--- src/sv/uthp_pkg.sv ---
// Shared types, constants and codes for the UUID text parser and hash block.
package uthp_pkg;

    typedef struct packed {
        logic [7:0] ch;
        logic       last;
    } t_in;

    typedef struct packed {
        logic [63:0] id_high;
        logic [63:0] id_low;
        logic [31:0] hash_value;
        logic        well_formed;
    } t_out;

    typedef enum logic [1:0] {
        S_IDLE,
        S_RUN,
        S_FINAL,
        S_DONE
    } t_hash_state;

    typedef enum logic [1:0] {
        PH_OPEN = 2'd0,
        PH_HIGH = 2'd1,
        PH_DASH = 2'd2
    } t_phase;

    typedef struct packed {
        logic         start;
        logic [127:0] id;
        logic         ok;
    } t_hash_req;

    localparam logic [31:0] MUR_MAGIC  = 32'h5bd1e995;
    localparam logic [31:0] HASH_INIT  = 32'd16;
    localparam logic [7:0]  CH_DASH    = 8'h2d;
    localparam logic [7:0]  CH_LBRACE  = 8'h7b;
    localparam logic [7:0]  CH_RBRACE  = 8'h7d;
    localparam logic [5:0]  PLAIN_LAST_IDX  = 6'd35;
    localparam logic [5:0]  BRACED_LAST_IDX = 6'd37;
    localparam logic [5:0]  COUNT_MAX       = 6'd63;
    localparam logic [4:0]  ID_BYTES        = 5'd16;

endpackage

--- src/sv/uthp_track.sv ---
// One parse track: dash skipping, hex digit pairing and byte storage.
module uthp_track
    import uthp_pkg::*;
(
    input  logic         i_clk,
    input  logic         i_rst_n,
    input  logic         i_feed,
    input  logic         i_clear,
    input  logic [7:0]   i_ch,
    output logic [127:0] o_bytes
);

    logic [7:0] r_bytes [16];
    logic [4:0] r_cursor, n_cursor;
    logic [1:0] r_phase, n_phase;
    logic [3:0] r_nibble, n_nibble;
    logic       n_wr;
    logic [7:0] n_wr_data;
    logic [3:0] w_hex;

    function automatic logic [3:0] f_hex(input logic [7:0] c);
        logic [3:0] v;
        v = 4'd0;
        if (c >= 8'd48 && c <= 8'd57) begin
            v = c[3:0];
        end else if ((c >= 8'd97 && c <= 8'd102) || (c >= 8'd65 && c <= 8'd70)) begin
            v = 4'(c[3:0] + 4'd9);
        end
        return v;
    endfunction

    assign w_hex = f_hex(i_ch);

    always_comb begin
        n_cursor  = r_cursor;
        n_phase   = r_phase;
        n_nibble  = r_nibble;
        n_wr      = 1'b0;
        n_wr_data = {r_nibble, w_hex};
        if (i_feed && !r_cursor[4]) begin
            if (r_phase == PH_HIGH) begin
                n_wr     = 1'b1;
                n_cursor = 5'(r_cursor + 5'd1);
                n_phase  = PH_OPEN;
            end else if (r_phase == PH_OPEN && i_ch == CH_DASH) begin
                n_phase = PH_DASH;
            end else begin
                n_nibble = w_hex;
                n_phase  = PH_HIGH;
            end
        end
    end

    // finished view: bytes below the cursor, a pending high nibble, zeros beyond
    always_comb begin
        for (int j = 0; j < 16; j++) begin
            if (n_wr && r_cursor[3:0] == 4'(j)) begin
                o_bytes[127 - 8*j -: 8] = n_wr_data;
            end else if (5'(j) < r_cursor) begin
                o_bytes[127 - 8*j -: 8] = r_bytes[j];
            end else if (5'(j) == n_cursor && n_phase == PH_HIGH) begin
                o_bytes[127 - 8*j -: 8] = {n_nibble, 4'd0};
            end else begin
                o_bytes[127 - 8*j -: 8] = 8'd0;
            end
        end
    end

    always_ff @(posedge i_clk) begin
        if (!i_rst_n || i_clear) begin
            r_cursor <= 5'd0;
            r_phase  <= PH_OPEN;
            r_nibble <= 4'd0;
        end else begin
            r_cursor <= n_cursor;
            r_phase  <= n_phase;
            r_nibble <= n_nibble;
        end
    end

    always_ff @(posedge i_clk) begin
        if (n_wr) begin
            r_bytes[r_cursor[3:0]] <= n_wr_data;
        end
    end

endmodule

--- src/sv/uthp_hash.sv ---
// Iterative MurmurHash2 over a 16-byte id with one shared 32x32 multiplier.
module uthp_hash
    import uthp_pkg::*;
(
    input  logic      i_clk,
    input  logic      i_rst_n,
    input  t_hash_req i_req,
    input  logic      i_take,
    output logic      o_busy,
    output logic      o_valid,
    output t_out      o_result
);

    t_hash_state  r_state, n_state;
    logic [127:0] r_id, r_key;
    logic         r_ok, r_nonzero;
    logic [31:0]  r_k, r_h;
    logic [1:0]   r_sub, r_word;
    logic [31:0]  w_a;
    logic [63:0]  w_full;
    logic [31:0]  w_prod;
    logic [31:0]  w_word;

    assign w_word = {r_key[103:96], r_key[111:104], r_key[119:112], r_key[127:120]};

    always_comb begin
        w_a = r_h;
        case (r_state)
            S_RUN: begin
                case (r_sub)
                    2'd0:    w_a = w_word;
                    2'd1:    w_a = r_k ^ (r_k >> 24);
                    default: w_a = r_h;
                endcase
            end
            S_FINAL: w_a = r_h ^ (r_h >> 13);
            default: w_a = r_h;
        endcase
    end

    assign w_full = w_a * MUR_MAGIC;
    assign w_prod = w_full[31:0];

    always_comb begin
        n_state = r_state;
        case (r_state)
            S_IDLE: begin
                if (i_req.start) begin
                    n_state = S_RUN;
                end
            end
            S_RUN: begin
                if (r_word == 2'd3 && r_sub == 2'd2) begin
                    n_state = S_FINAL;
                end
            end
            S_FINAL: n_state = S_DONE;
            S_DONE: begin
                if (i_take) begin
                    n_state = S_IDLE;
                end
            end
            default: n_state = S_IDLE;
        endcase
    end

    always_comb begin
        o_busy              = (r_state != S_IDLE);
        o_valid             = (r_state == S_DONE);
        o_result.id_high    = r_id[127:64];
        o_result.id_low     = r_id[63:0];
        o_result.hash_value = r_nonzero ? (r_h ^ (r_h >> 15)) : 32'd0;
        o_result.well_formed = r_ok;
    end

    always_ff @(posedge i_clk) begin
        if (!i_rst_n) begin
            r_state <= S_IDLE;
            r_sub   <= 2'd0;
            r_word  <= 2'd0;
        end else begin
            r_state <= n_state;
            if (r_state == S_RUN) begin
                if (r_sub == 2'd2) begin
                    r_sub  <= 2'd0;
                    r_word <= 2'(r_word + 2'd1);
                end else begin
                    r_sub <= 2'(r_sub + 2'd1);
                end
            end else begin
                r_sub  <= 2'd0;
                r_word <= 2'd0;
            end
        end
    end

    always_ff @(posedge i_clk) begin
        if (r_state == S_IDLE && i_req.start) begin
            r_id      <= i_req.id;
            r_key     <= i_req.id;
            r_ok      <= i_req.ok;
            r_nonzero <= |i_req.id;
            r_h       <= HASH_INIT;
        end else if (r_state == S_RUN) begin
            case (r_sub)
                2'd0: r_k <= w_prod;
                2'd1: r_k <= w_prod;
                default: begin
                    r_h   <= w_prod ^ r_k;
                    r_key <= {r_key[95:0], 32'd0};
                end
            endcase
        end else if (r_state == S_FINAL) begin
            r_h <= w_prod;
        end
    end

    a_done_holds: assert property (@(posedge i_clk) disable iff (!i_rst_n)
        (o_valid && !i_take) |=> (o_valid && $stable(r_h) && $stable(r_id)))
        else $error("hash result changed while waiting");
    a_run_length: assert property (@(posedge i_clk) disable iff (!i_rst_n)
        (r_state == S_FINAL) |-> (r_word == 2'd0 && r_sub == 2'd0 && $past(r_word) == 2'd3))
        else $error("hash ran a wrong number of steps");
    a_zero_hash: assert property (@(posedge i_clk) disable iff (!i_rst_n)
        (o_valid && r_id == 128'd0) |-> (o_result.hash_value == 32'd0))
        else $error("all-zero id gave a nonzero hash");

endmodule

--- src/sv/uuid_text_parse_and_hash_top.sv ---
// Top level of the UUID text parser with MurmurHash2 digest.
// Characters enter one beat per cycle while the hash unit is idle; plain and braced tracks parse them in parallel.
// A beat without last produces no result. A beat with last
// hands the selected 16-byte id to the hash unit, whose single 32x32 multiplier runs
// 12 word steps and one final step. The input then stays not ready until the result
// has moved into the output register. That happens once the hash unit is done if
// the output register is free, and later while it still holds an untaken result.
// The output register lets the next text stream in while a result waits to be taken.
module uuid_text_parse_and_hash_top
    import uthp_pkg::*;
(
    input  logic i_clk,
    input  logic i_rst_n,
    input  logic i_in_valid,
    output logic o_in_ready,
    input  t_in  i_in,
    output logic o_out_valid,
    input  logic i_out_ready,
    output t_out o_out
);

    logic [5:0]   r_char_count;
    logic         r_opens_brace;
    logic         r_out_valid;
    t_out         r_out;
    logic         w_accept, w_end;
    logic [127:0] w_plain, w_braced;
    t_hash_req    w_req;
    logic         w_busy, w_hvalid, w_take;
    t_out         w_hresult;
    logic         w_braced_ok, w_plain_ok;

    assign o_in_ready = !w_busy;
    assign w_accept   = i_in_valid && o_in_ready;
    assign w_end      = w_accept && i_in.last;

    uthp_track u_plain (
        .i_clk   (i_clk),
        .i_rst_n (i_rst_n),
        .i_feed  (w_accept),
        .i_clear (w_end),
        .i_ch    (i_in.ch),
        .o_bytes (w_plain)
    );

    uthp_track u_braced (
        .i_clk   (i_clk),
        .i_rst_n (i_rst_n),
        .i_feed  (w_accept && (r_char_count != 6'd0)),
        .i_clear (w_end),
        .i_ch    (i_in.ch),
        .o_bytes (w_braced)
    );

    always_comb begin
        w_braced_ok = (r_char_count == BRACED_LAST_IDX) && r_opens_brace
                      && (i_in.ch == CH_RBRACE);
        w_plain_ok  = (r_char_count == PLAIN_LAST_IDX);
        w_req.start = w_end;
        w_req.ok    = w_braced_ok || w_plain_ok;
        if (w_braced_ok) begin
            w_req.id = w_braced;
        end else if (w_plain_ok) begin
            w_req.id = w_plain;
        end else begin
            w_req.id = 128'd0;
        end
    end

    uthp_hash u_hash (
        .i_clk    (i_clk),
        .i_rst_n  (i_rst_n),
        .i_req    (w_req),
        .i_take   (w_take),
        .o_busy   (w_busy),
        .o_valid  (w_hvalid),
        .o_result (w_hresult)
    );

    assign w_take = w_hvalid && (!r_out_valid || i_out_ready);

    always_ff @(posedge i_clk) begin
        if (!i_rst_n || w_end) begin
            r_char_count  <= 6'd0;
            r_opens_brace <= 1'b0;
        end else if (w_accept) begin
            if (r_char_count != COUNT_MAX) begin
                r_char_count <= 6'(r_char_count + 6'd1);
            end
            if (r_char_count == 6'd0 && i_in.ch == CH_LBRACE) begin
                r_opens_brace <= 1'b1;
            end
        end
    end

    always_ff @(posedge i_clk) begin
        if (!i_rst_n) begin
            r_out_valid <= 1'b0;
        end else if (w_take) begin
            r_out_valid <= 1'b1;
        end else if (i_out_ready) begin
            r_out_valid <= 1'b0;
        end
    end

    always_ff @(posedge i_clk) begin
        if (w_take) begin
            r_out <= w_hresult;
        end
    end

    assign o_out_valid = r_out_valid;
    assign o_out       = r_out;

    a_bad_is_zero: assert property (@(posedge i_clk) disable iff (!i_rst_n)
        (r_out_valid && !r_out.well_formed) |->
        (r_out.id_high == 64'd0 && r_out.id_low == 64'd0 && r_out.hash_value == 32'd0))
        else $error("rejected text produced a nonzero result");
    a_end_restarts: assert property (@(posedge i_clk) disable iff (!i_rst_n)
        w_end |=> (r_char_count == 6'd0 && !r_opens_brace && w_busy))
        else $error("last beat did not restart parsing and start hashing");
    a_hash_needs_id: assert property (@(posedge i_clk) disable iff (!i_rst_n)
        (r_out_valid && r_out.hash_value != 32'd0) |->
        (r_out.id_high != 64'd0 || r_out.id_low != 64'd0))
        else $error("nonzero hash for an all-zero id");

endmodule
--- config.mk ---
export PLATFORM = sky130hd
export DESIGN_NAME = uuid_text_parse_and_hash_top
export DESIGN_NICKNAME = d
export VERILOG_FILES = /design/src/sv/uthp_pkg.sv /design/src/sv/uthp_track.sv /design/src/sv/uthp_hash.sv /design/src/sv/uuid_text_parse_and_hash_top.sv
export SDC_FILE = /design/constraint.sdc
export NUM_CORES = 2
export LEC_CHECK = 0
export ABC_AREA = 1
export BUFFER_PORTS_ARGS = -buffer_cell sky130_fd_sc_hd__buf_2
export CAP_MARGIN = 10
export CORE_MARGIN = 5
export CORE_UTILIZATION = 55
export CTS_CLUSTER_SIZE = 12
export DETAILED_ROUTE_END_ITERATION = 12
export GPL_TIMING_DRIVEN = 1
export HOLD_SLACK_MARGIN = 0.03
export PLACE_DENSITY_LB_ADDON = 0.08
export SYNTH_ARGS = -nofsm -noshare
export SYNTH_HDL_FRONTEND = slang
export SYNTH_SLANG_ARGS = --single-unit
--- constraint.sdc ---
create_clock -name i_clk -period 10.95 [get_ports i_clk]
set_input_delay 2.19 -clock i_clk [delete_from_list [all_inputs] [get_ports i_clk]]
set_output_delay 2.19 -clock i_clk [all_outputs]
set_load 0.03 [all_outputs]
==> results.cfg <==
[worst_setup_path]
cpPeakStageDelay_ns = 0.73
r2r-start = u_hash.r_state[1]
cp_slowest_cell = ha_1
cpMostUsedCell = fa_1
cp_data_arrival_time_ns = 9.75
worstSetupStartpointType = flip-flop
end_kind = flip-flop
cp_max_fo = 18
r2r_cells = 29
r2r_setup_slack_ns = 1.75
critical_path_required_ns = 11.50
r2r-end = u_hash.r_h[31]
worstSetupPathType = reg2reg

[grt]
overflow = 0
first_global_vias = 33400
grt_use_total = 0.335
antenna_found_initial = 4
grt_max_degree = 132
grt_pass1_wl_um = 220000

[timing]
fin_crit_sh = 0.840
slew_headroom = 0.191
slew_viol_final = 0
min_period_ns = 9.20
finalSetupTns_ns = 0
fmax_mhz = 109
worst_slew_pin_slew_ns = 1.21
finalSetupViolCount = 0
rsz0062_at_grt = false
hold_viol = 0
skew_ns = 0.0561

[detailed_routing]
ant_nets = 0
wirelength_um = 151000
post-route-drc-count = 0
wl_per_cell_um = 24.6
drt-initial-drc-count = 3549
first_pass_iters = 6
vias = 34600
via_per_inst = 5.65

[clock_tree]
clk_pin_slew_ns = 0.07
cts_tree = built
cts_max_level = 3
post_cts_buffers = 0
cts_buffers = 83
cts.sinks = 775
cts-root-buf = clkbuf_16
clock_latency_ns = 0.66
post_cts_resized = 0
cts_buffer_depth = 3
cts.hold.buffers_added = 0

[logic_synthesis]
yosys.cell_count.top_type = nand2_1
synth_area_um2 = 45200
synth.largest_area_cell = edfxtp_1
ys_warn_count = 0
ys_ff_latch = 775
synth_cells = 4830
syn-num-nets = 5263
synth-edff-count = 707
synth.area.top_cells = edfxtp_1 47%, nand2_1 12%, fa_1 8.0%, ha_1 6.6%, inv_1 5.8%
syn_area_per_cell_um2 = 9.36
synth_top_area_share = 0.470
ys_dominant_reg_cell = edfxtp_1
yosysUniqueCellTypes = 63
synth.yosys.seq_area_share = 0.500
async_reset_ff_frac = 0
synthTopCellsByCount = 1401 x nand2_1, 707 x edfxtp_1, 700 x inv_1, 286 x nand3_1, 282 x a21oi_1

[die]
coreArea_um2 = 81800
placement_rows = 105
dieWidth_um = 297
initial_core_util = 0.552
die_h_um = 297
die_area_um2 = 88000
io_pins = 176

[finish]
final_nets = 5431
area_delta_synth_final_pct = 10.4
drive_gt1_frac = 0.0941

[min_path]
min_path_type = reg2reg
worstHoldStart = u_hash.r_id[2]
whs_path_depth = 0
min_to = o_out[35]

[run_status]
status = complete, no violations

[placement]
dpl.hpwl_um = 112000
port_buffers = 175
routabilityCongestion = 1.01

[run]
max_cap_violations = 0
==> registers in the layout, indices dropped and copies added, names as in the netlist <==
| register | count |
|---|---|
| u_braced.r_cursor | 5 |
| r_char_count | 6 |
| u_hash.r_state | 2 |
| u_braced.r_phase | 2 |
| u_hash.r_key | 128 |
| u_hash.r_k | 32 |
| u_hash.r_ok | 1 |
| o_out_valid | 1 |
| u_hash.r_id | 128 |
| u_hash.r_nonzero | 1 |
| r_opens_brace | 1 |
| u_plain.r_nibble | 4 |
| u_plain.r_cursor | 5 |
| u_braced.r_bytes | 128 |
| u_plain.r_bytes | 128 |
| o_out | 161 |
| u_hash.r_h | 32 |
| u_braced.r_nibble | 4 |
| u_plain.r_phase | 2 |
| u_hash.r_sub | 2 |
| u_hash.r_word | 2 |
==> logic make-up after synthesis <==
| logic type | share of synthesized area |
|---|---|
| and+or+nand+nor | 0.192 |
| buffers and inverters | 0.0774 |
| DFF | 0.500 |
| AOI/OAI and AO/OA | 0.0741 |
| adders and majority gates | 0.146 |
| xor gates and xnor gates | 0.0108 |
==> worst max-delay path by stage <==
stage	from	end	cells past startpoint
4_1_cts	u_hash.r_sub[1]	u_hash.r_h[28]	35
2_1_floorplan	i_out_ready	o_out[0]	2
3_3_place_gp	u_hash.r_state[1]	u_hash.r_h[30]	28
5_1_grt	u_hash.r_sub[1]	u_hash.r_h[31]	34
3_5_place_dp	u_hash.r_state[0]	u_hash.r_h[31]	29
6_report	u_hash.r_state[1]	u_hash.r_h[31]	29
==> area by class of cell <==
type	count	area, um2
inverter	739	2790
multi-input combinational	3162	19200
clock inverter	38	468
timing repair buffer	237	1350
fill	7061	31900
antenna	2	5.00
sequential	775	22600
clock buffer	105	2180
tap	1070	1340
==> through the flow <==
stage / instances / hold slack [ns] / utilization / instance area, um2 / setup slack, ns
5_1_grt: 6126 / 0.417 / 0.610 / 49900 / 1.18
2_1_floorplan: 4830 / 0.400 / - / 45200 / 0.289
3_3_place_gp: 5983 / 0.401 / 0.578 / 47300 / 2.01
3_5_place_dp: 5983 / 0.405 / 0.578 / 47300 / 1.92
4_1_cts: 6126 / 0.410 / 0.610 / 49900 / 1.87
6_report: 6128 / 0.415 / 0.610 / 49900 / 1.75
==> layout by cell type (no fill, tap or decap), drive strengths merged, types with 5 or more instances in the layout <==
cell type  instances
nand2           1425
inv              727
edfxtp           707
nor2             300
nand3            295
a21oi            289
ha               239
o21ai            238
buf              237
fa               181
clkbuf           105
dfxtp             68
clkinv            44
xor2              32
xnor2             24
nand4             24
a22o              13
o211ai            13
o221ai             8
or2                8
nor3               8
nand3b             6
o22ai              6
o21bai             6
a211oi             6
a221oi             5
o21a               5
bufinv             5
a21boi             5
==> worst max-delay path: cells and delay by family (launching register included) <==
kind | cells | cell delay (ns)
adders and majority gates | 10 | 5.47
and+or+nand+nor | 10 | 2.02
AOI/OAI and AO/OA | 2 | 0.70
buffers and inverters | 7 | 0.50
DFF | 1 | 0.39
==> per-layer routing <==
metal | vias to the layer above | wire length (um) | global-route usage
met3 | 426 | 11200 | 0.0485
met4 | 0 | 12000 | 0.214
met5 | - | 0 | 0
li1 | 16100 | - | -
met1 | 16400 | 55300 | 0.407
met2 | 1699 | 72300 | 0.565
Power is not shown: default switching activity piles up to over one toggle a cycle in this logic, so the estimate is an artifact.
